$ cat config.mk
export PLATFORM = sky130hd
export DESIGN_NAME = drc_duty_map
export DESIGN_NICKNAME = d
export VERILOG_FILES = /design/src/drc_pkg.sv /design/src/drc_duty_map.sv
export SDC_FILE = /design/constraint.sdc
export NUM_CORES = 1
export LEC_CHECK = 0
export BUFFER_PORTS_ARGS = -buffer_cell sky130_fd_sc_hd__buf_2
export CORE_UTILIZATION = 60
export DETAILED_ROUTE_END_ITERATION = 12
export PLACE_DENSITY = 0.74
export SETUP_SLACK_MARGIN = 0.1
export SYNTH_ARGS = -nofsm -noshare
export SYNTH_HDL_FRONTEND = slang
export SYNTH_SLANG_ARGS = --single-unit
$ cat constraint.sdc
create_clock -name clk_i -period 28.3 [get_ports clk_i]
set_input_delay 8.49 -clock clk_i [delete_from_list [all_inputs] [get_ports clk_i]]
set_output_delay 8.49 -clock clk_i [all_outputs]
set_load 0.02 [all_outputs]
$ cat src/drc_pkg.sv
package drc_pkg;

  // Speed clamp; commands and actual speeds stay within plus or minus this value.
  localparam int SPEED_LIMIT = 100;
  localparam int LutDepth    = 2 * SPEED_LIMIT + 1;
  localparam int LutIdxW     = $clog2(LutDepth);

  // Register reset values.
  localparam logic [19:0] IdleTimeoutReset = 20'd30000;
  localparam logic [15:0] ArmTicksReset    = 16'd2000;
  localparam logic [15:0] DutyMinReset     = 16'd3276;
  localparam logic [15:0] DutyMaxReset     = 16'd6553;

  // Exact division by 1000 through a reciprocal: valid for dividends below 2**MagW.
  localparam int          MagW       = 26;
  localparam int          DutyShift  = 36;
  localparam int          RecipW     = 27;
  localparam logic [RecipW-1:0] DutyRecip =
      RecipW'((64'd1 << DutyShift) / 64'd1000 + 64'd1);

  typedef logic signed [7:0] speed_t;
  typedef logic [9:0]        pulse_t;
  typedef pulse_t            pulse_lut_t [LutDepth];
  typedef logic [7:0]        color_lut_t [LutDepth];

  typedef enum logic {
    ReqCommand = 1'b0,
    ReqTick    = 1'b1
  } req_e;

  typedef enum logic [1:0] {
    RegIdleTimeout = 2'd0,
    RegArmTicks    = 2'd1,
    RegDutyMin     = 2'd2,
    RegDutyMax     = 2'd3
  } cfg_reg_e;

  // Per-item view of the controller state, handed from the core to the output pipeline.
  typedef struct packed {
    speed_t     actual_port;
    speed_t     actual_starboard;
    logic [7:0] red_port;
    logic [7:0] green_port;
    logic [7:0] red_starboard;
    logic [7:0] green_starboard;
    logic       power_on;
    logic       arming;
  } status_t;

  // Pulse offset in microseconds (0..1000) for each speed, indexed by speed + SPEED_LIMIT.
  function automatic pulse_lut_t build_pulse_lut();
    pulse_lut_t lut;
    for (int i = 0; i < LutDepth; i++) begin
      lut[i] = pulse_t'((i * 1000) / (2 * SPEED_LIMIT));
    end
    return lut;
  endfunction

  // Indicator brightness for each command, indexed by command + SPEED_LIMIT.
  // Below the midpoint the value is the red level, otherwise the green level.
  function automatic color_lut_t build_color_lut();
    color_lut_t lut;
    for (int i = 0; i < LutDepth; i++) begin
      if (i < SPEED_LIMIT) begin
        lut[i] = 8'(255 - (i * 255) / SPEED_LIMIT);
      end else begin
        lut[i] = 8'(255 - ((2 * SPEED_LIMIT - i) * 255) / SPEED_LIMIT);
      end
    end
    return lut;
  endfunction

  localparam pulse_lut_t PulseLut = build_pulse_lut();
  localparam color_lut_t ColorLut = build_color_lut();

  // Table index of a speed already inside the clamp range.
  function automatic logic [LutIdxW-1:0] speed_index(speed_t s);
    logic signed [8:0] sum;
    sum = 9'(s) + 9'(SPEED_LIMIT);
    return sum[LutIdxW-1:0];
  endfunction

  function automatic speed_t clamp_speed(speed_t s);
    speed_t res;
    res = s;
    if (s > speed_t'(SPEED_LIMIT)) begin
      res = speed_t'(SPEED_LIMIT);
    end else if (s < -speed_t'(SPEED_LIMIT)) begin
      res = -speed_t'(SPEED_LIMIT);
    end
    return res;
  endfunction

  function automatic speed_t ramp_step(speed_t actual, speed_t target);
    speed_t res;
    res = actual;
    if (target > actual) begin
      res = actual + speed_t'(1);
    end else if (target < actual) begin
      res = actual - speed_t'(1);
    end
    return res;
  endfunction

endpackage

$ cat src/drc_duty_map.sv
module drc_duty_map (
  input  logic            clk_i,
  input  logic            en_i,
  input  drc_pkg::speed_t actual_i,
  input  logic [15:0]     duty_min_i,
  input  logic [15:0]     duty_max_i,
  output logic [15:0]     duty_o
);

  localparam int ProdW = 28;
  localparam int WideW = drc_pkg::MagW + drc_pkg::RecipW;

  drc_pkg::pulse_t          pulse;
  logic signed [16:0]       span;
  logic signed [ProdW-1:0]  prod_d, prod_q;
  logic [drc_pkg::MagW-1:0] mag;
  logic [WideW-1:0]         wide;
  logic [15:0]              quot_d, quot_q;
  logic                     neg_q;
  logic [15:0]              duty_d, duty_q;

  // Stage one: speed to pulse offset, times the duty span.
  assign pulse  = drc_pkg::PulseLut[drc_pkg::speed_index(actual_i)];
  assign span   = $signed({1'b0, duty_max_i}) - $signed({1'b0, duty_min_i});
  assign prod_d = $signed({{(ProdW-10){1'b0}}, pulse}) *
                  $signed({{(ProdW-17){span[16]}}, span});

  // Stage two: magnitude divided by 1000 through the reciprocal, truncating toward zero.
  assign mag    = prod_q[ProdW-1] ? drc_pkg::MagW'(-prod_q) : drc_pkg::MagW'(prod_q);
  assign wide   = WideW'(mag) * WideW'(drc_pkg::DutyRecip);
  assign quot_d = wide[drc_pkg::DutyShift +: 16];

  // Stage three: restore the sign and offset by the minimum duty.
  assign duty_d = duty_min_i + (neg_q ? 16'(~quot_q + 16'd1) : quot_q);

  always_ff @(posedge clk_i) begin
    if (en_i) begin
      prod_q <= prod_d;
      quot_q <= quot_d;
      neg_q  <= prod_q[ProdW-1];
      duty_q <= duty_d;
    end
  end

  assign duty_o = duty_q;

endmodule
### Yosys cells after proc, flatten, opt, wreduce, memory -nomap -nowiden

Memories as Yosys holds them, arrays and structs flattened.
Cells that the tools add are included.

* multipliers: 2
* add/subtract/negate cells: 5
* $lt $le $gt $ge: 1
* bitwise operators: 2
* multiplexer cells: 4

Operators by type and width (count)
* 26-bit by 27-bit multiplier with 52-bit output, second input constant: 1
* 11-bit by 17-bit multiplier with 28-bit output: 1
* 26-bit 2-to-1 mux: 1
* 26-bit negation: 1
* 10-bit 2-to-1 mux: 2
* 16-bit by 16-bit subtractor with 17-bit output: 1
* 16-bit by 1-bit adder with 16-bit output, second input constant: 1
* 16-bit adder: 1
* 16-bit 2-to-1 mux: 1
* 16-bit inverter: 1
* 9-bit >= comparator, second input constant: 1
* 8-bit inverter with 9-bit output: 1
* 8-bit adder, second input constant: 1

* bits in read-only memories: 2560
* logic and storage cells: 19
* memories kept: 1
* register bits: 61
* input port bits: 42
* output and inout port bits: 16

Memories
* (no name shown): depth 256, bits a word 10, read ports 1, clocked after memory_dff 0, write ports 0, line drc_duty_map.sv:23 `assign pulse = drc_pkg::PulseLut[drc_pkg::speed_index(actual_i)];`

### Depth between registers and ports, before layout

* word-level depth: 6
* gate-level depth with buffers: 34
* mapped depth without buffers: 33

### Worst setup path before layout

Ideal clock, no wire load.

* kind: input port to flip-flop
* from: in duty_min_i[1]
* to: reg prod_q[24], data pin
* library setup time: 258 ps
* data required time: 28042 ps
* stages on the path: 27
* buffers on the path: 0
* arrival time: 15580 ps
* setup slack: 12462 ps
* path through: inv_1 > ha_1 > nor2b_1 > o21ai_0 > a21boi_1 > o21ai_0 > a21boi_0 > o21ai_0 > a21oi_1 > o41ai_1 > o21ai_1 > nor3_1 > nand2_1 > fa_1 > inv_1 > fa_1 > fa_1 > fa_1 > fa_1 > ha_1 > or2_2 > a21oi_1 > o31ai_1 > or4_1 > a31o_2 > a21oi_1 > xnor2_1

* word-level cells in the longest chain between the ends: 2

RTL lines
* start, declared: line drc_duty_map.sv:5 `input logic [15:0] duty_min_i,`
* 16-bit by 16-bit subtractor with 17-bit output: line drc_duty_map.sv:24 `assign span = $signed({1'b0, duty_max_i}) - $signed({1'b0, duty_min_i});`
* 11-bit by 17-bit multiplier with 28-bit output: line drc_duty_map.sv:25 `assign prod_d = $signed({{(ProdW-10){1'b0}}, pulse}) *`
* via prod_d[24]: line drc_duty_map.sv:15 `logic signed [ProdW-1:0] prod_d, prod_q;`
* end signal, assigned: line drc_duty_map.sv:38 `prod_q <= prod_d;`
* end, declared: line drc_duty_map.sv:15

The timed path passes the listed nets, and every way through them passes these cells.
A chain may end at the register's enable or synchronous reset.

### Worst setup path in the final report

Same ends and word-level chain as after synthesis.

==> reports/results.txt <==
Run status: complete, no violations
Initial antenna violation count: 0
Fraction of final layout cells sized beyond drive strength 1: 5.54%
Crit-path max cell delay: 750 ps
Gate Count Post-Synth: 2115
Count of unique library cells instantiated by Yosys: 60
Clock tree from TritonCTS: done
R2R cell count: 31
Clk slew on worst S/H paths: 60 ps
Top-level I/O count: 58
Area occupied by multi-input gates: 16400 µm²
Clock Sinks: 60
Required time of the critical path: 28370 ps
CP most frequent cell: fa_1
DRT antenna net count: 0
RSZ-0062 raised after global routing: no
Number of maximum-capacitance violations: 0
Fin nets: 2957
Final setup violating endpoints: 0
EDFF count, synth: 60
Post-synthesis register bit count: 60
Worst hold path cell count: 3
Via count of the first global-routing pass: 15400
Arrival time at the worst endpoint: 17170 ps
Die width: 186 µm
Total vias in the final route: 14400
Biggest area contributors in the synthesized netlist: fa_1 (36%), ha_1 (23%), inv_1 (10%)
Synth area leader: fa_1
Layout overhead on the synthesized area: 5.91%
Netlist Area Pre-Place: 20300 µm²
Die Height: 186 µm
Clk root buf: clkbuf_16
Path type of the worst setup path: input port to flip-flop
Highest attainable clock frequency: 58.5 MHz
Total global routing track utilization: 29.0%
Post-cts repair resize count: 0
Largest net degree at the start of global routing: 61
Post-CTS setup buffer count: 0
Warning count from the yosys run: 0
Overall die area: 34600 µm²
Area of the core: 33400 µm²
CP Launch Type: input port
Hold buffers post-CTS: 0
Placer's final routability congestion estimate: 0.937
Routed wirelength normalized by instance count: 17.7 µm
Number of CTS-inserted buffers: 9
Most numerous cell in the Yosys netlist: inv_1
Total negative slack for setup checks: 0 ps
Most used standard cells in the synthesized netlist: inv_1 (547), fa_1 (369), ha_1 (368), nor2_1 (134), nand2_1 (119)
Count of final hold-check violations: 0
Post-DP HPWL: 40600 µm
Post-route DRC violation count: 0
First-pass detailed-route iteration total: 5
Dominant synthesized flop cell: edfxtp_1
Number of I/O port buffers: 57
# H-tree levels: 3
Slew at the pin closest to its max-slew limit: 1270 ps
Type of the most critical hold path: flip-flop to flip-flop
Fin. max-slew vios: 0
Clk buf depth: 2
Syn nets: 2894
Worst relative slew slack: 15.1%
Later-pin clock latency in the skew report: 340 ps
Crit path max fanout: 24
Avg Cell Area, Syn: 9.61 µm²
Worst clock skew on the final layout: 16.5 ps
Via density per instance: 5.46
Area share of the largest cell type after synthesis: 36.3%
Max stage delay cell, worst path: nor3_1
Part of the Yosys area used for sequential elements: 8.86%
Post-synth ARST share: 0%
Total congestion overflow after global routing: 0
Wire length of the first global-routing pass: 76900 µm
Crit end category: flip-flop
Initial cell density of the core: 60.8%
Number of antenna cells inserted: 0
FILL cells: 2776
Std cell rows: 67
Min Clock Period, post-route: 17090 ps
Drt first-iter violations: 780
Sequential cell area: 1800 µm²
Period utilization: 60.4%
Detailed-route wire length: 46500 µm
==> flip-flops by register name, summed over array words and instances (netlist names) <==
signal / count
duty_o: 16
neg_q: 1
prod_q: 27
quot_q: 16
==> metrics by stage <==
step / setup WS [ps] / cells / util, % / area [µm²] / hold WS, ps
after global placement: 11280 / 2615 / 63.5 / 21200 / 789
final: 11210 / 2631 / 64.4 / 21500 / 807
after detailed placement: 10980 / 2615 / 63.5 / 21200 / 788
after global routing: 10690 / 2631 / 64.4 / 21500 / 848
after floorplan: 12460 / 2115 / - / 20300 / 424
after CTS: 11310 / 2631 / 64.4 / 21500 / 812
==> routing by layer <==
metal	global-route usage (%)	part of all wire [%]	vias up
met5	0	0	-
met4	11.8	4.3	0
met3	2.35	4.7	92
met2	50.9	49	414
met1	36.9	42	7077
li1	-	-	6794
==> kinds of logic (layout without fill, tap and decap cells) <==
group,count (synthesis),in the layout,synth area share (%)
buffers and inverters,578,646,10.7
and+or+nand+nor,391,391,8.83
xor gates and xnor gates,122,122,5.29
muxes,1,1,0.0554
AOI/OAI and AO/OA,226,226,7.28
DFF,60,60,8.86
adders and majority gates,737,737,59.0
==> critical path: cells and delay by family <==
kind	cells	cell delay, ps
buf+inv	4	680
fa+ha+maj	7	3160
compound gates	12	2920
simple gates	5	1800
xor+xnor	1	90
==> final timing paths <==
check	slack, ps	start	to
hold reg to reg	810	quot_q[15]	duty_o[15]
setup / recovery	11210	duty_min_i[1]	prod_q[24]
hold / removal	810	quot_q[15]	duty_o[15]
setup reg to reg	18510	prod_q[0]	quot_q[15]
==> cell usage in the layout (no fill, tap or decap), types with 5 or more instances in the layout <==
cell type  count
inv_1        547
fa_1         369
ha_1         368
nor2_1       134
nand2_1      119
xnor2_1       93
a21oi_1       68
edfxtp_1      60
buf_2         57
o21ai_0       38
nor3_1        28
xor2_1        28
buf_4         26
nor2b_1       18
nand3_1       17
a21o_1        17
nand2b_1      16
a31oi_1       16
o31ai_1       11
or2_2         10
o21bai_1      10
clkbuf_16      9
a311oi_1       8
and2_1         7
or3_1          7
or4_1          7
o41ai_1        6
a211o_1        6
nand4_1        6
nor4_1         6
o21ai_1        5
a211oi_1       5
==> layout make-up <==
type / count / area share [%]
clock buffers: 9 / 1.05
multi-input cells: 1477 / 76.0
inverters: 547 / 9.54
repair buffers: 83 / 2.23
clock inverters: 7 / 0.238
flip-flops and latches: 60 / 8.37
well taps: 448 / 2.60
Power is left out: the tool's default activity adds up to more than one toggle a clock period on the data nets, which glitch-free logic cannot reach.
