--- config.mk ---
export PLATFORM = sky130hd
export DESIGN_NAME = drc_core
export DESIGN_NICKNAME = d
export VERILOG_FILES = /design/src/drc_pkg.sv /design/src/drc_core.sv
export SDC_FILE = /design/constraint.sdc
export NUM_CORES = 1
export LEC_CHECK = 0
export ABC_CLOCK_PERIOD_IN_PS = 22500
export BUFFER_PORTS_ARGS = -buffer_cell sky130_fd_sc_hd__buf_4
export CAP_MARGIN = 15
export CELL_PAD_IN_SITES_DETAIL_PLACEMENT = 0
export CELL_PAD_IN_SITES_GLOBAL_PLACEMENT = 1
export CORE_UTILIZATION = 50
export CTS_BUF_LIST = sky130_fd_sc_hd__clkbuf_2 sky130_fd_sc_hd__clkbuf_4 sky130_fd_sc_hd__clkbuf_8
export CTS_CLUSTER_DIAMETER = 60
export DETAILED_ROUTE_END_ITERATION = 12
export HOLD_SLACK_MARGIN = 0.06
export PLACE_DENSITY_LB_ADDON = 0.1
export SYNTH_ARGS = -nofsm -noshare
export SYNTH_HDL_FRONTEND = slang
export SYNTH_SLANG_ARGS = --single-unit
--- constraint.sdc ---
create_clock -name clk_i -period 22.5 [get_ports clk_i]
set_input_delay 1.125 -clock clk_i [delete_from_list [all_inputs] [get_ports clk_i]]
set_output_delay 1.125 -clock clk_i [all_outputs]
set_load 0.01 [all_outputs]
--- src/drc_pkg.sv ---
package drc_pkg;

  // Speed clamp; commands and actual speeds stay within plus or minus this value.
  localparam int SPEED_LIMIT = 100;
  localparam int LutDepth    = 2 * SPEED_LIMIT + 1;
  localparam int LutIdxW     = $clog2(LutDepth);

  // Register reset values.
  localparam logic [19:0] IdleTimeoutReset = 20'd30000;
  localparam logic [15:0] ArmTicksReset    = 16'd2000;
  localparam logic [15:0] DutyMinReset     = 16'd3276;
  localparam logic [15:0] DutyMaxReset     = 16'd6553;

  // Exact division by 1000 through a reciprocal: valid for dividends below 2**MagW.
  localparam int          MagW       = 26;
  localparam int          DutyShift  = 36;
  localparam int          RecipW     = 27;
  localparam logic [RecipW-1:0] DutyRecip =
      RecipW'((64'd1 << DutyShift) / 64'd1000 + 64'd1);

  typedef logic signed [7:0] speed_t;
  typedef logic [9:0]        pulse_t;
  typedef pulse_t            pulse_lut_t [LutDepth];
  typedef logic [7:0]        color_lut_t [LutDepth];

  typedef enum logic {
    ReqCommand = 1'b0,
    ReqTick    = 1'b1
  } req_e;

  typedef enum logic [1:0] {
    RegIdleTimeout = 2'd0,
    RegArmTicks    = 2'd1,
    RegDutyMin     = 2'd2,
    RegDutyMax     = 2'd3
  } cfg_reg_e;

  // Per-item view of the controller state, handed from the core to the output pipeline.
  typedef struct packed {
    speed_t     actual_port;
    speed_t     actual_starboard;
    logic [7:0] red_port;
    logic [7:0] green_port;
    logic [7:0] red_starboard;
    logic [7:0] green_starboard;
    logic       power_on;
    logic       arming;
  } status_t;

  // Pulse offset in microseconds (0..1000) for each speed, indexed by speed + SPEED_LIMIT.
  function automatic pulse_lut_t build_pulse_lut();
    pulse_lut_t lut;
    for (int i = 0; i < LutDepth; i++) begin
      lut[i] = pulse_t'((i * 1000) / (2 * SPEED_LIMIT));
    end
    return lut;
  endfunction

  // Indicator brightness for each command, indexed by command + SPEED_LIMIT.
  // Below the midpoint the value is the red level, otherwise the green level.
  function automatic color_lut_t build_color_lut();
    color_lut_t lut;
    for (int i = 0; i < LutDepth; i++) begin
      if (i < SPEED_LIMIT) begin
        lut[i] = 8'(255 - (i * 255) / SPEED_LIMIT);
      end else begin
        lut[i] = 8'(255 - ((2 * SPEED_LIMIT - i) * 255) / SPEED_LIMIT);
      end
    end
    return lut;
  endfunction

  localparam pulse_lut_t PulseLut = build_pulse_lut();
  localparam color_lut_t ColorLut = build_color_lut();

  // Table index of a speed already inside the clamp range.
  function automatic logic [LutIdxW-1:0] speed_index(speed_t s);
    logic signed [8:0] sum;
    sum = 9'(s) + 9'(SPEED_LIMIT);
    return sum[LutIdxW-1:0];
  endfunction

  function automatic speed_t clamp_speed(speed_t s);
    speed_t res;
    res = s;
    if (s > speed_t'(SPEED_LIMIT)) begin
      res = speed_t'(SPEED_LIMIT);
    end else if (s < -speed_t'(SPEED_LIMIT)) begin
      res = -speed_t'(SPEED_LIMIT);
    end
    return res;
  endfunction

  function automatic speed_t ramp_step(speed_t actual, speed_t target);
    speed_t res;
    res = actual;
    if (target > actual) begin
      res = actual + speed_t'(1);
    end else if (target < actual) begin
      res = actual - speed_t'(1);
    end
    return res;
  endfunction

endpackage

--- src/drc_core.sv ---
module drc_core (
  input  logic                clk_i,
  input  logic                rst_ni,
  input  logic                item_valid_i,
  input  logic                req_type_i,
  input  drc_pkg::speed_t     speed_port_i,
  input  drc_pkg::speed_t     speed_starboard_i,
  input  logic                cfg_valid_i,
  input  logic [1:0]          cfg_index_i,
  input  logic [19:0]         cfg_data_i,
  output drc_pkg::status_t    status_o,
  output logic [15:0]         duty_min_o,
  output logic [15:0]         duty_max_o
);

  logic [19:0] idle_timeout_q;
  logic [15:0] arm_ticks_q;
  logic [15:0] duty_min_q;
  logic [15:0] duty_max_q;

  drc_pkg::speed_t tgt_port_q, tgt_port_d;
  drc_pkg::speed_t tgt_stbd_q, tgt_stbd_d;
  drc_pkg::speed_t act_port_q, act_port_d;
  drc_pkg::speed_t act_stbd_q, act_stbd_d;
  logic [19:0]     idle_q, idle_d;
  logic [15:0]     arm_q, arm_d;
  logic            power_q, power_d;
  logic [7:0]      red_port_q, red_port_d;
  logic [7:0]      green_port_q, green_port_d;
  logic [7:0]      red_stbd_q, red_stbd_d;
  logic [7:0]      green_stbd_q, green_stbd_d;

  drc_pkg::speed_t sp_clamped;
  drc_pkg::speed_t ss_clamped;
  logic [7:0]      color_port;
  logic [7:0]      color_stbd;
  logic            active;

  // Clamp the commands and look up the indicator brightness.
  assign sp_clamped = drc_pkg::clamp_speed(speed_port_i);
  assign ss_clamped = drc_pkg::clamp_speed(speed_starboard_i);
  assign color_port = drc_pkg::ColorLut[drc_pkg::speed_index(sp_clamped)];
  assign color_stbd = drc_pkg::ColorLut[drc_pkg::speed_index(ss_clamped)];

  // Next state for one accepted item: command or tick.
  always_comb begin
    tgt_port_d   = tgt_port_q;
    tgt_stbd_d   = tgt_stbd_q;
    act_port_d   = act_port_q;
    act_stbd_d   = act_stbd_q;
    idle_d       = idle_q;
    arm_d        = arm_q;
    power_d      = power_q;
    red_port_d   = red_port_q;
    green_port_d = green_port_q;
    red_stbd_d   = red_stbd_q;
    green_stbd_d = green_stbd_q;
    active       = 1'b0;
    if (item_valid_i) begin
      if (req_type_i == drc_pkg::ReqCommand) begin
        tgt_port_d   = -sp_clamped;
        tgt_stbd_d   = -ss_clamped;
        red_port_d   = sp_clamped[7] ? color_port : 8'd0;
        green_port_d = sp_clamped[7] ? 8'd0 : color_port;
        red_stbd_d   = ss_clamped[7] ? color_stbd : 8'd0;
        green_stbd_d = ss_clamped[7] ? 8'd0 : color_stbd;
      end
      // Any nonzero target keeps the drivers powered.
      active = (tgt_port_d != '0) || (tgt_stbd_d != '0);
      if (active) begin
        idle_d = idle_timeout_q;
        if (!power_d) begin
          power_d    = 1'b1;
          act_port_d = '0;
          act_stbd_d = '0;
          arm_d      = arm_ticks_q;
        end
      end
      if (req_type_i == drc_pkg::ReqTick) begin
        // Idle timer runs down only with both targets at zero.
        if (power_d && !active) begin
          if (idle_d != '0) begin
            idle_d = idle_d - 20'd1;
          end
          if (idle_d == '0) begin
            power_d    = 1'b0;
            tgt_port_d = '0;
            tgt_stbd_d = '0;
            act_port_d = '0;
            act_stbd_d = '0;
            arm_d      = '0;
          end
        end
        // Neutral hold first, then one ramp step per tick.
        if (power_d) begin
          if (arm_d != '0) begin
            arm_d = arm_d - 16'd1;
          end else begin
            act_port_d = drc_pkg::ramp_step(act_port_d, tgt_port_d);
            act_stbd_d = drc_pkg::ramp_step(act_stbd_d, tgt_stbd_d);
          end
        end
      end
    end
  end

  // Controller state and configuration registers.
  always_ff @(posedge clk_i or negedge rst_ni) begin
    if (!rst_ni) begin
      idle_timeout_q <= drc_pkg::IdleTimeoutReset;
      arm_ticks_q    <= drc_pkg::ArmTicksReset;
      duty_min_q     <= drc_pkg::DutyMinReset;
      duty_max_q     <= drc_pkg::DutyMaxReset;
      tgt_port_q     <= '0;
      tgt_stbd_q     <= '0;
      act_port_q     <= '0;
      act_stbd_q     <= '0;
      idle_q         <= '0;
      arm_q          <= '0;
      power_q        <= 1'b0;
      red_port_q     <= '0;
      green_port_q   <= '0;
      red_stbd_q     <= '0;
      green_stbd_q   <= '0;
    end else begin
      tgt_port_q   <= tgt_port_d;
      tgt_stbd_q   <= tgt_stbd_d;
      act_port_q   <= act_port_d;
      act_stbd_q   <= act_stbd_d;
      idle_q       <= idle_d;
      arm_q        <= arm_d;
      power_q      <= power_d;
      red_port_q   <= red_port_d;
      green_port_q <= green_port_d;
      red_stbd_q   <= red_stbd_d;
      green_stbd_q <= green_stbd_d;
      if (cfg_valid_i) begin
        case (cfg_index_i)
          drc_pkg::RegIdleTimeout: idle_timeout_q <= cfg_data_i;
          drc_pkg::RegArmTicks:    arm_ticks_q    <= cfg_data_i[15:0];
          drc_pkg::RegDutyMin:     duty_min_q     <= cfg_data_i[15:0];
          drc_pkg::RegDutyMax:     duty_max_q     <= cfg_data_i[15:0];
          default: ;
        endcase
      end
    end
  end

  // State as seen after the most recent item.
  assign status_o.actual_port      = act_port_q;
  assign status_o.actual_starboard = act_stbd_q;
  assign status_o.red_port         = red_port_q;
  assign status_o.green_port       = green_port_q;
  assign status_o.red_starboard    = red_stbd_q;
  assign status_o.green_starboard  = green_stbd_q;
  assign status_o.power_on         = power_q;
  assign status_o.arming           = power_q && (arm_q != '0);

  assign duty_min_o = duty_min_q;
  assign duty_max_o = duty_max_q;

endmodule

Word level (Yosys, flattened, before mapping)
Memory sizes are Yosys's and may differ from the RTL's.
Index checks and enable logic that the tools add are counted.
{"block": "totals", "register_bits": 169, "mem_bits_ro": 4096, "in_bits": 43, "elab_cells": 131, "n_memories": 2}
{"memory": "(no name shown)", "depth": 256, "width": 8, "read_ports": 1, "rd_clocked_by_memory_dff": 0, "wr": 0, "line_no": "drc_core.sv:43", "text": "assign color_stbd = drc_pkg::ColorLut[drc_pkg::speed_index(ss_clamped)];"}
{"memory": "(no name shown)", "depth": 256, "width": 8, "read_ports": 1, "rd_clocked_by_memory_dff": 0, "wr": 0, "line_no": "drc_core.sv:42", "text": "assign color_port = drc_pkg::ColorLut[drc_pkg::speed_index(sp_clamped)];"}
{"block": "op_classes", "addsub": 10, "magnitude_cmp": 10, "n_eq_ne": 3, "muxes": 72, "bitwise": 3, "reduce_logical": 16}
{"operator": "$mux 8", "n": 48}
{"operator": "$mux 20", "n": 8}
{"operator": "$mux 16", "n": 9}
{"operator": "$reduce_bool 16->1", "n": 2}
{"operator": "$logic_not 20->1", "n": 1}
{"operator": "$reduce_bool 20->1", "n": 1}
{"operator": "$sub 20x1->20 const B", "n": 1}
{"operator": "$ge 9x9->1 const B", "n": 2}
{"operator": "$not 8->9", "n": 2}
{"operator": "$add 8x2->8 const B", "n": 2}
{"operator": "$add 8x8->8 const B", "n": 2}
{"operator": "$gt 8x8->1", "n": 2}
{"operator": "$gt 8x8->1 const B", "n": 2}
{"operator": "$lt 8x8->1", "n": 2}
{"operator": "$lt 8x8->1 const B", "n": 2}
{"operator": "$neg 8->8", "n": 2}
{"operator": "$reduce_bool 8->1", "n": 2}
{"operator": "$sub 16x1->16 const B", "n": 1}
{"operator": "$sub 8x2->8 const B", "n": 2}
{"operator": "$reduce_and 2->1", "n": 5}
{"operator": "$mux 1", "n": 7}
{"operator": "$eq 2x2->1 const B", "n": 2}
{"operator": "$eq 2x1->1 const B", "n": 1}
{"operator": "$logic_and 1x1->1", "n": 2}
{"operator": "4 further kinds", "n": 4}

Logic depth before layout (Yosys ltp)
Gate-level depths: netlist of the first run.
{"block": "logic_depth", "ltp_word": 26, "depth_mapped": 48, "mapped_depth_nobuf": 39}

Least setup slack after synthesis of the first run
OpenSTA, ideal clock, no wires.
{"block": "synth_timing", "kind": "input to register", "start": "in speed_starboard_i[2]", "end": "reg act_port_q[7]", "setup_ns": 0.118, "t_arrival_ns": 10.969, "t_required_ns": 22.382, "slack_ns": 11.413, "stages": 44, "path_buffers": 7, "cell_sequence": "clkbuf_1 -> nand3_1 -> nand2_1 -> nand2_1 -> ha_1 -> nor3_1 -> a22oi_1 -> or2_2 -> inv_1 -> clkbuf_1 -> clkbuf_1 -> ha_1 -> or4b_4 -> nor4_1 -> xor2_1 -> a2111o_1 -> a2111o_1 -> nor2_2 -> [... 8 more ...] -> nor3_1 -> mux2_2 -> o2111ai_2 -> nor2_1 -> nor2_1 -> clkbuf_1 -> nand2_1 -> ha_1 -> and3_1 -> a2111o_1 -> a311oi_1 -> o21ai_0 -> o21ai_2 -> buf_2 -> a41oi_1 -> nor3_1 -> mux2i_1 -> a21o_1"}
{"block": "synth_between", "elab_chain_cells": 26, "word_cells_on_any_way": 50}
{"element": "from (decl)", "line_no": "drc_core.sv:7", "text": "input drc_pkg::speed_t speed_starboard_i,"}
{"element": "$lt 8x8->1", "line_no": "drc_pkg.sv:88", "text": "end else if (s < -speed_t'(SPEED_LIMIT)) begin"}
{"element": "$mux 8", "line_no": "drc_pkg.sv:88"}
{"element": "$mux 8 *", "line_no": "drc_pkg.sv:86", "text": "if (s > speed_t'(SPEED_LIMIT)) begin"}
{"element": "$neg 8->8 *", "line_no": "drc_core.sv:62", "text": "tgt_stbd_d = -ss_clamped;"}
{"element": "$mux 8 *", "line_no": "drc_core.sv:60", "text": "if (req_type_i == drc_pkg::ReqCommand) begin"}
{"element": "$mux 8 *", "line_no": "drc_core.sv:59", "text": "if (item_valid_i) begin"}
{"element": "$reduce_bool 8->1 *", "line_no": "drc_core.sv:69", "text": "active = (tgt_port_d != '0) || (tgt_stbd_d != '0);"}
{"element": "$logic_or 1x1->1 *", "line_no": "drc_core.sv:69"}
{"element": "[... 10 more ...]"}
{"element": "$mux 8", "line_no": "drc_core.sv:79", "text": "if (req_type_i == drc_pkg::ReqTick) begin"}
{"element": "$mux 8", "line_no": "drc_core.sv:59"}
{"element": "$sub 8x2->8 / $lt 8x8->1 (equally long branches)", "line_no": "drc_pkg.sv:100, drc_pkg.sv:99"}
{"element": "$mux 8", "line_no": "drc_pkg.sv:99", "text": "end else if (target < actual) begin"}
{"element": "$mux 8", "line_no": "drc_pkg.sv:97", "text": "if (target > actual) begin"}
{"element": "$mux 8", "line_no": "drc_core.sv:96", "text": "if (arm_d != '0) begin"}
{"element": "$mux 8", "line_no": "drc_core.sv:95", "text": "if (power_d) begin"}
{"element": "$mux 8 *", "line_no": "drc_core.sv:79"}
{"element": "to (signal assigned)", "line_no": "drc_core.sv:128", "text": "act_port_q <= act_port_d;"}
{"element": "to (decl)", "line_no": "drc_core.sv:23", "text": "drc_pkg::speed_t act_port_q, act_port_d;"}
Every way passes the cells marked *; elsewhere a longest branch is shown, timed or not. The select of a mux whose other input is x is not followed.
A chain may end at the register's enable or synchronous reset.

Worst setup path after layout of the first run
{"block": "layout_timing", "start": "in speed_starboard_i[2]", "end": "reg act_port_q[3]"}
The elaborated chain is that of the path after synthesis.

==> flow_metrics.tcl, run 1 <==
set metrics [dict create \
    status "completed" \
    min_from "green_stbd_q[3]$_DFFE_PN0P_" \
    overflow 0 \
    worstMarginPinSlew_ns 1.13 \
    synthFlopType "dfrtp_1" \
    finalSetupTns_ns 0 \
    yosysTopAreaCellShare 0.241 \
    grt_pass1_wl_mm 76.0 \
    maxCapViolCount 0 \
    num_rows 62 \
    hpwl_mm 32.2 \
    ant_nets 0 \
    area.growth.synth_to_final_pct 10.0 \
    cpPeakStageDelay_ns 0.82 \
    async_flop_share 1.00 \
    ys_seq_elements 169 \
    dieArea_um2 30300 \
    fin_crit_sh 0.523 \
    rrSetupSlack_ns 14.08 \
    ys_types 93 \
    wl_mm 46.1 \
    total_leakage_power_nw 6.51 \
    holdBufCountCts 0 \
    yosysSeqAreaShare 0.287 \
    min_path_type "register to register" \
    rsz0062_at_grt "no" \
    crit_path_start_kind "primary input" \
    cp.required_ns 22.87 \
    hold_end "green_stbd_q[3]$_DFFE_PN0P_" \
    setup_viol_count_final 0 \
    wl_per_cell_um 19.8 \
    place.gp.congestion 0.926 \
    cts_root_buf "clkbuf_8" \
    antenna-diode-count 0 \
    grt_max_degree 85 \
    core_area_um2 28900 \
    worst_path_max_delay_cell "nor2_1" \
    viasPerCell 6.45 \
    hold_viol 0 \
    timing.rr.end "act_port_q[3]$_DFFE_PN0P_" \
    clock-sinks 169 \
    post-cts-setup-buffer-count 0 \
    critPathBufInv 5 \
    r2r_start "tgt_port_q[0]$_DFFE_PN0P_" \
    start_util 0.512 \
    ys_warn_count 0 \
    die_w_um 174 \
    cp_common_cell "ha_1" \
    synth_edf_count 0 \
    die_y_um 174 \
    r2r_cells 28 \
    cpLargestDelayFamily "simple AND/OR/NAND/NOR gates" \
    grt_util_all_layers 0.306 \
    final.setup_skew_ns 0.0182 \
    setup.worst_path.end_class "register" \
    boundaryPins 125 \
    cts_made_buffers 17 \
    fillCellCount 2717 \
    cts_tree "done" \
    relSlewSlack 0.242 \
    clock.fmax_mhz 85.0 \
    arrival_ns 12.14 \
    synth_area_um2 14800 \
    drive_gt1_frac 0.172 \
    final_nets 2023 \
    cts_max_level 4 \
    path_clk_slew_ns 0.11 \
    synthTopCellsByArea "dfrtp_1, mux2_2, o21ai_0" \
    irDropWorstVdd_v 0.0000445 \
    drc_errors 0 \
    postSynthCellCount 1916 \
    drv_slew 0 \
    clk_latency_ns 0.49 \
    cts_buffer_depth 2 \
    pwr_density_cell_nw_per_um2 72.3 \
    drtIter0Drc 1682 \
    grt_pass1_vias 14100 \
    place_ws_ns 10.50 \
    cts_resized 0 \
    path_max_fanout 43 \
    io_buffers 124 \
    antenna_found_initial 0 \
    syn_nets 2012 \
    setup_slack_ns 10.73 \
    drtPass1Iterations 5 \
    critPathKind "primary input to register" \
    syn_area_per_cell_um2 7.74 \
    yosys.area.top_type "dfrtp_1" \
    vias 15000 \
    min_period_ns 11.77 \
    hold_depth 2 \
]
[layout make-up]
class                   count  area, µm²  share of cell area
flip-flops and latches    169       4260               0.261
multi-input cells        1543       9820               0.602
clock buffers              17        234              0.0143
clock inverters            15        218              0.0133
inverters                  48        180              0.0110
repair buffers            148       1110              0.0684
well taps                 384        480              0.0295
[cells in the final DEF (no fill, tap or decap), types with 14 or more instances in the layout]
cell / n
inv_1: 45
mux2i_1: 35
nor3b_1: 14
mux2_2: 80
o22ai_1: 18
nand3_1: 58
ha_1: 51
clkbuf_8: 17
nor2_1: 184
dfrtp_1: 143
xnor2_1: 14
o211ai_1: 41
nor3_1: 70
nor2b_1: 16
xor2_1: 15
buf_4: 147
o31ai_1: 16
a31oi_1: 30
a22o_1: 15
nor4_1: 17
dfstp_2: 26
o21ai_0: 173
a211oi_1: 31
and3_1: 17
a21oi_1: 165
o221ai_1: 18
or3_1: 21
nand2_1: 213
nand2b_1: 16
[kinds of logic after synthesis]
| kind of cell | Yosys count | synth area share |
|---|---|---|
| AND/OR/NAND/NOR | 694 | 0.221 |
| AO/OA/AOI/OAI | 645 | 0.284 |
| buffers and inverters | 204 | 0.0544 |
| flip-flops | 169 | 0.287 |
| multiplexers | 118 | 0.0890 |
| adder cells (fa/ha/maj) | 53 | 0.0447 |
| XOR/XNOR | 33 | 0.0195 |
[metal layers]
layer | track usage | wire length, µm | vias up
li1 | - | - | 7126
met1 | 0.425 | 20200 | 7181
met2 | 0.489 | 21800 | 606
met3 | 0.0405 | 3010 | 78
met4 | 0.105 | 1100 | 0
met5 | 0 | 0 | -
[synthesized netlist by cell type (all sizes together), types with 14 or more instances]
cell type	n
nand2	215
nor2	187
o21ai	180
a21oi	168
dfrtp	143
clkbuf	127
mux2	80
nor3	71
nand3	58
ha	53
inv	45
o211ai	42
mux2i	35
a211oi	31
a31oi	30
buf	29
dfstp	26
or3	21
o221ai	19
o22ai	18
and3	17
nor2b	17
nor4	17
xor2	17
nand2b	16
o31ai	16
xnor2	16
a22o	15
nor3b	15
a311oi	14
[flip-flops by register name, summed over array words and instances, names as in the netlist]
register        count
idle_q             20
idle_timeout_q     20
arm_q              16
arm_ticks_q        16
duty_max_o         16
duty_min_o         16
act_port_q          8
act_stbd_q          8
green_port_q        8
green_stbd_q        8
red_port_q          8
red_stbd_q          8
tgt_port_q          8
tgt_stbd_q          8
power_q             1
[how the worst max path moves through the flow]
stage                               from                        end  slack (ns)  cells after the start
floorplan           speed_starboard_i[2]  act_port_q[7]$_DFFE_PN0P_       11.41                     44
finish              speed_starboard_i[2]  act_port_q[3]$_DFFE_PN0P_       10.73                     40
global route        speed_starboard_i[2]  act_port_q[3]$_DFFE_PN0P_        9.84                     41
detailed placement  speed_starboard_i[2]  act_port_q[3]$_DFFE_PN0P_       10.50                     40
CTS                 speed_starboard_i[2]  act_port_q[3]$_DFFE_PN0P_       11.00                     40
global placement    speed_starboard_i[2]  act_port_q[3]$_DFFE_PN0P_       10.94                     40
[through the flow]
| step | total power [mW] | instance area [µm²] | hold slack (ns) | util | std cells |
|---|---|---|---|---|---|
| 2_1_floorplan | 0.774 | 14800 | 0.468 | - | 1916 |
| 3_3_place_gp | 0.921 | 15900 | 0.464 | 0.548 | 2292 |
| 3_5_place_dp | 0.930 | 15900 | 0.472 | 0.548 | 2292 |
| 4_1_cts | 1.18 | 16300 | 0.498 | 0.564 | 2324 |
| 5_1_grt | 1.26 | 16300 | 0.521 | 0.564 | 2324 |
| 6_report | 1.18 | 16300 | 0.492 | 0.564 | 2324 |
[power breakdown]
group | total (mW) | internal [mW] | switching [mW]
clock | 0.247 | 0.0976 | 0.149
sequential | 0.438 | 0.369 | 0.0682
combinational | 0.494 | 0.208 | 0.287
total | 1.18 | 0.675 | 0.504
[worst register-to-register path: cells and delay by family (launching register included)]
kind | cells | cell delay (ns)
XOR/XNOR | 1 | 0.17
AO/OA/AOI/OAI | 10 | 2.79
adder cells (fa/ha/maj) | 2 | 0.79
multiplexers | 3 | 0.99
flip-flops | 1 | 0.41
AND/OR/NAND/NOR | 11 | 2.84
buffers and inverters | 1 | 0.32
No activity file was read; power rests on OpenSTA's default activity.
==> run 2, diff against run 1 <==
Settings changed: ABC_AREA set to 1, ABC_CLOCK_PERIOD_IN_PS 22500 to 9700, CORE_UTILIZATION 50 to 41.
Clock period 22.5 ns to 9.7 ns, I/O delays scaled along.
==> run 2 against run 1 <==
Effect of this change: total power increased to 2.8 times the previous value; wire length increased by 0.84%; clock power increased by 130%; first-iteration DRC count decreased by 35%; non-clock buffer count increased by 1; design area about the same; utilization decreased by 10 points; critical path depth increased by 11; sequential power increased by 120%; clock-buffer cell count unchanged; global-route usage decreased by 4.9 points; critical endpoint is now act_stbd_q[3]$_DFFE_PN0P_.
==> flow_metrics.tcl, run 2 <==
set metrics [dict create \
    status "completed" \
    viasPerCell 5.32 \
    place_inst 2750 \
    fin_crit_sh 0.833 \
    ys_seq_elements 169 \
    place.gp.congestion 0.933 \
    met1_length_mm 20.7 \
    synthTopCellsByArea "dfrtp_1, nand2_1, o21ai_0" \
    total_leakage_power_nw 8.41 \
    cp.required_ns 10.14 \
    power_mw 3.29 \
    cts_root_buf "clkbuf_8" \
    worstMarginPinSlew_ns 1.02 \
    largest_registers "idle_q x20, idle_timeout_q x20" \
    drc_errors 0 \
    hold_viol 0 \
    postSynthCellCount 2240 \
    clk_latency_ns 0.50 \
    ys_warn_count 0 \
    wl_mm 46.5 \
    pwr_density_cell_nw_per_um2 202 \
    clock.fmax_mhz 124 \
    holdBufCountCts 1 \
    min_path_type "primary input to register" \
    finalSetupTns_ns 0 \
    met3WireLength_mm 2.03 \
    critPathKind "primary input to register" \
    die_y_um 192 \
    crit_path_start_kind "primary input" \
    vias 14800 \
    whs_ns 0.238 \
    cts_made_buffers 17 \
    start_util 0.415 \
    synthFlopType "dfrtp_1" \
    yosys.area.top_type "dfrtp_1" \
    setup.worst_path.end_class "register" \
    path_clk_slew_ns 0.11 \
    antenna-diode-count 0 \
    mostFrequentLayoutCell "nand2_1" \
    timing.rr.end "act_stbd_q[3]$_DFFE_PN0P_" \
    drtPass1Iterations 6 \
    wl_per_cell_um 16.7 \
    seq_area_um2 4260 \
    cpPeakStageDelay_ns 0.43 \
    dieArea_um2 36700 \
    synth_area_um2 14700 \
    yosysSeqAreaShare 0.289 \
    antenna_found_initial 0 \
    grt_util_all_layers 0.258 \
    hpwl_mm 34.6 \
    die_w_um 192 \
    ant_nets 0 \
    rrSetupSlack_ns 3.54 \
    ys_top_cells_by_count "nand2_1, inv_1, o21ai_0" \
    rsz0062_at_grt "no" \
    final_nets 2405 \
    boundaryPins 125 \
    path_max_fanout 25 \
    num_rows 69 \
    worst_path_max_delay_cell "a211oi_1" \
    area.growth.synth_to_final_pct 10.7 \
    yosysTopAreaCellShare 0.243 \
    multi_input_area_um2 8790 \
    drv_slew 0 \
    ys_types 74 \
    setup_viol_count_final 0 \
    post-cts-setup-buffer-count 0 \
    core_area_um2 35500 \
    critPathLaunch "speed_port_i[4]" \
    grt_max_degree 67 \
    arrival_ns 8.52 \
    endpoint "act_stbd_q[3]$_DFFE_PN0P_" \
    final_cell_mix "nand2_1, inv_1, o21ai_0, nor2_1, buf_4" \
    cts_buffer_depth 2 \
    final.setup_skew_ns 0.0133 \
    overflow 0 \
    r2r_start "tgt_port_q[2]$_DFFE_PN0P_" \
    layoutNonFillerInstCount 2783 \
    yosysMostFrequentCell "nand2_1" \
    cts_max_level 4 \
    async_flop_share 1.00 \
    clock-sinks 169 \
    syn_area_per_cell_um2 6.58 \
    drive_gt1_frac 0.156 \
    io_buffers 124 \
    utilization 0.460 \
    cp_common_cell "nand2_1" \
    cts_tree "done" \
    syn_nets 2336 \
    grt_pass1_wl_mm 74.9 \
    highest_layer "met4" \
    min_period_ns 8.08 \
    r2r_cells 39 \
    grt_pass1_vias 14200 \
    synth_edf_count 0 \
    drtIter0Drc 1100 \
    fillCellCount 3774 \
    relSlewSlack 0.318 \
    cts_resized 0 \
    irDropWorstVdd_v 0.000121 \
    maxCapViolCount 0 \
    wl_met2_mm 22.5 \
]
==> run 2: cell types whose count changed after synthesis, sizes merged, moves of 75 or more <==
| cell | change |
|---|---|
| nand2 | +470 |
| a21oi | -75 |
| nand3 | +91 |
| inv | +240 |
| mux2 | -80 |
| o21ai | +102 |
==> run 2: where the power goes <==
part | internal, mW | leakage [nW] | switching [mW]
logic | 0.617 | 6.10 | 1.12
registers | 0.870 | 2.09 | 0.107
clock network | 0.250 | 0.225 | 0.325
total | 1.74 | 8.41 | 1.56
==> run 2: how the worst min path moves through the flow <==
stage	startpoint	end	slack (ns)	cells past startpoint
floorplan	rst_ni	act_port_q[0]$_DFFE_PN0P_	0.19	0
global placement	rst_ni	green_port_q[1]$_DFFE_PN0P_	0.42	1
detailed placement	rst_ni	red_port_q[1]$_DFFE_PN0P_	0.42	1
CTS	cfg_data_i[16]	idle_timeout_q[16]$_DFFE_PN0P_	0.20	3
global route	cfg_data_i[19]	idle_timeout_q[19]$_DFFE_PN0P_	0.20	3
finish	cfg_data_i[18]	idle_timeout_q[18]$_DFFE_PN0P_	0.24	3
==> run 2: logic make-up (layout without fill, tap and decap cells) <==
logic type | after synthesis | in the layout | share of synthesized area
and+or+nand+nor | 1125 | 1125 | 0.351
DFF | 169 | 169 | 0.289
xor gates and xnor gates | 22 | 22 | 0.0136
buffers and inverters | 391 | 473 | 0.114
AOI/OAI and AO/OA | 476 | 476 | 0.184
adders and majority gates | 53 | 53 | 0.0450
muxes | 4 | 4 | 0.00272
==> run 2: final cells by class <==
cell class,instances,area share
clock buffers,17,0.0143
clock inverters,15,0.0137
inverters,292,0.0674
multi-input cells,1680,0.539
flip-flops and latches,169,0.261
well taps,461,0.0354
repair buffers,149,0.0690
==> run 2: metrics by stage <==
step	cell area [µm²]	setup WS, ns
5_1_grt	16300	0.711
2_1_floorplan	14700	2.94
6_report	16300	1.62
4_1_cts	16300	1.68
3_3_place_gp	15800	1.26
3_5_place_dp	15800	1.14
==> run 2: worst max-delay path: cells and delay by family <==
family | cells | cell delay [ns]
and+or+nand+nor | 33 | 4.22
buffers and inverters | 9 | 1.49
AOI/OAI and AO/OA | 4 | 0.93
adders and majority gates | 5 | 1.34
==> run 2: metal layers <==
layer,global-route usage,up-vias
li1,-,7477
met1,0.326,6843
met2,0.445,413
met3,0.0397,72
met4,0.0846,0
met5,0,-
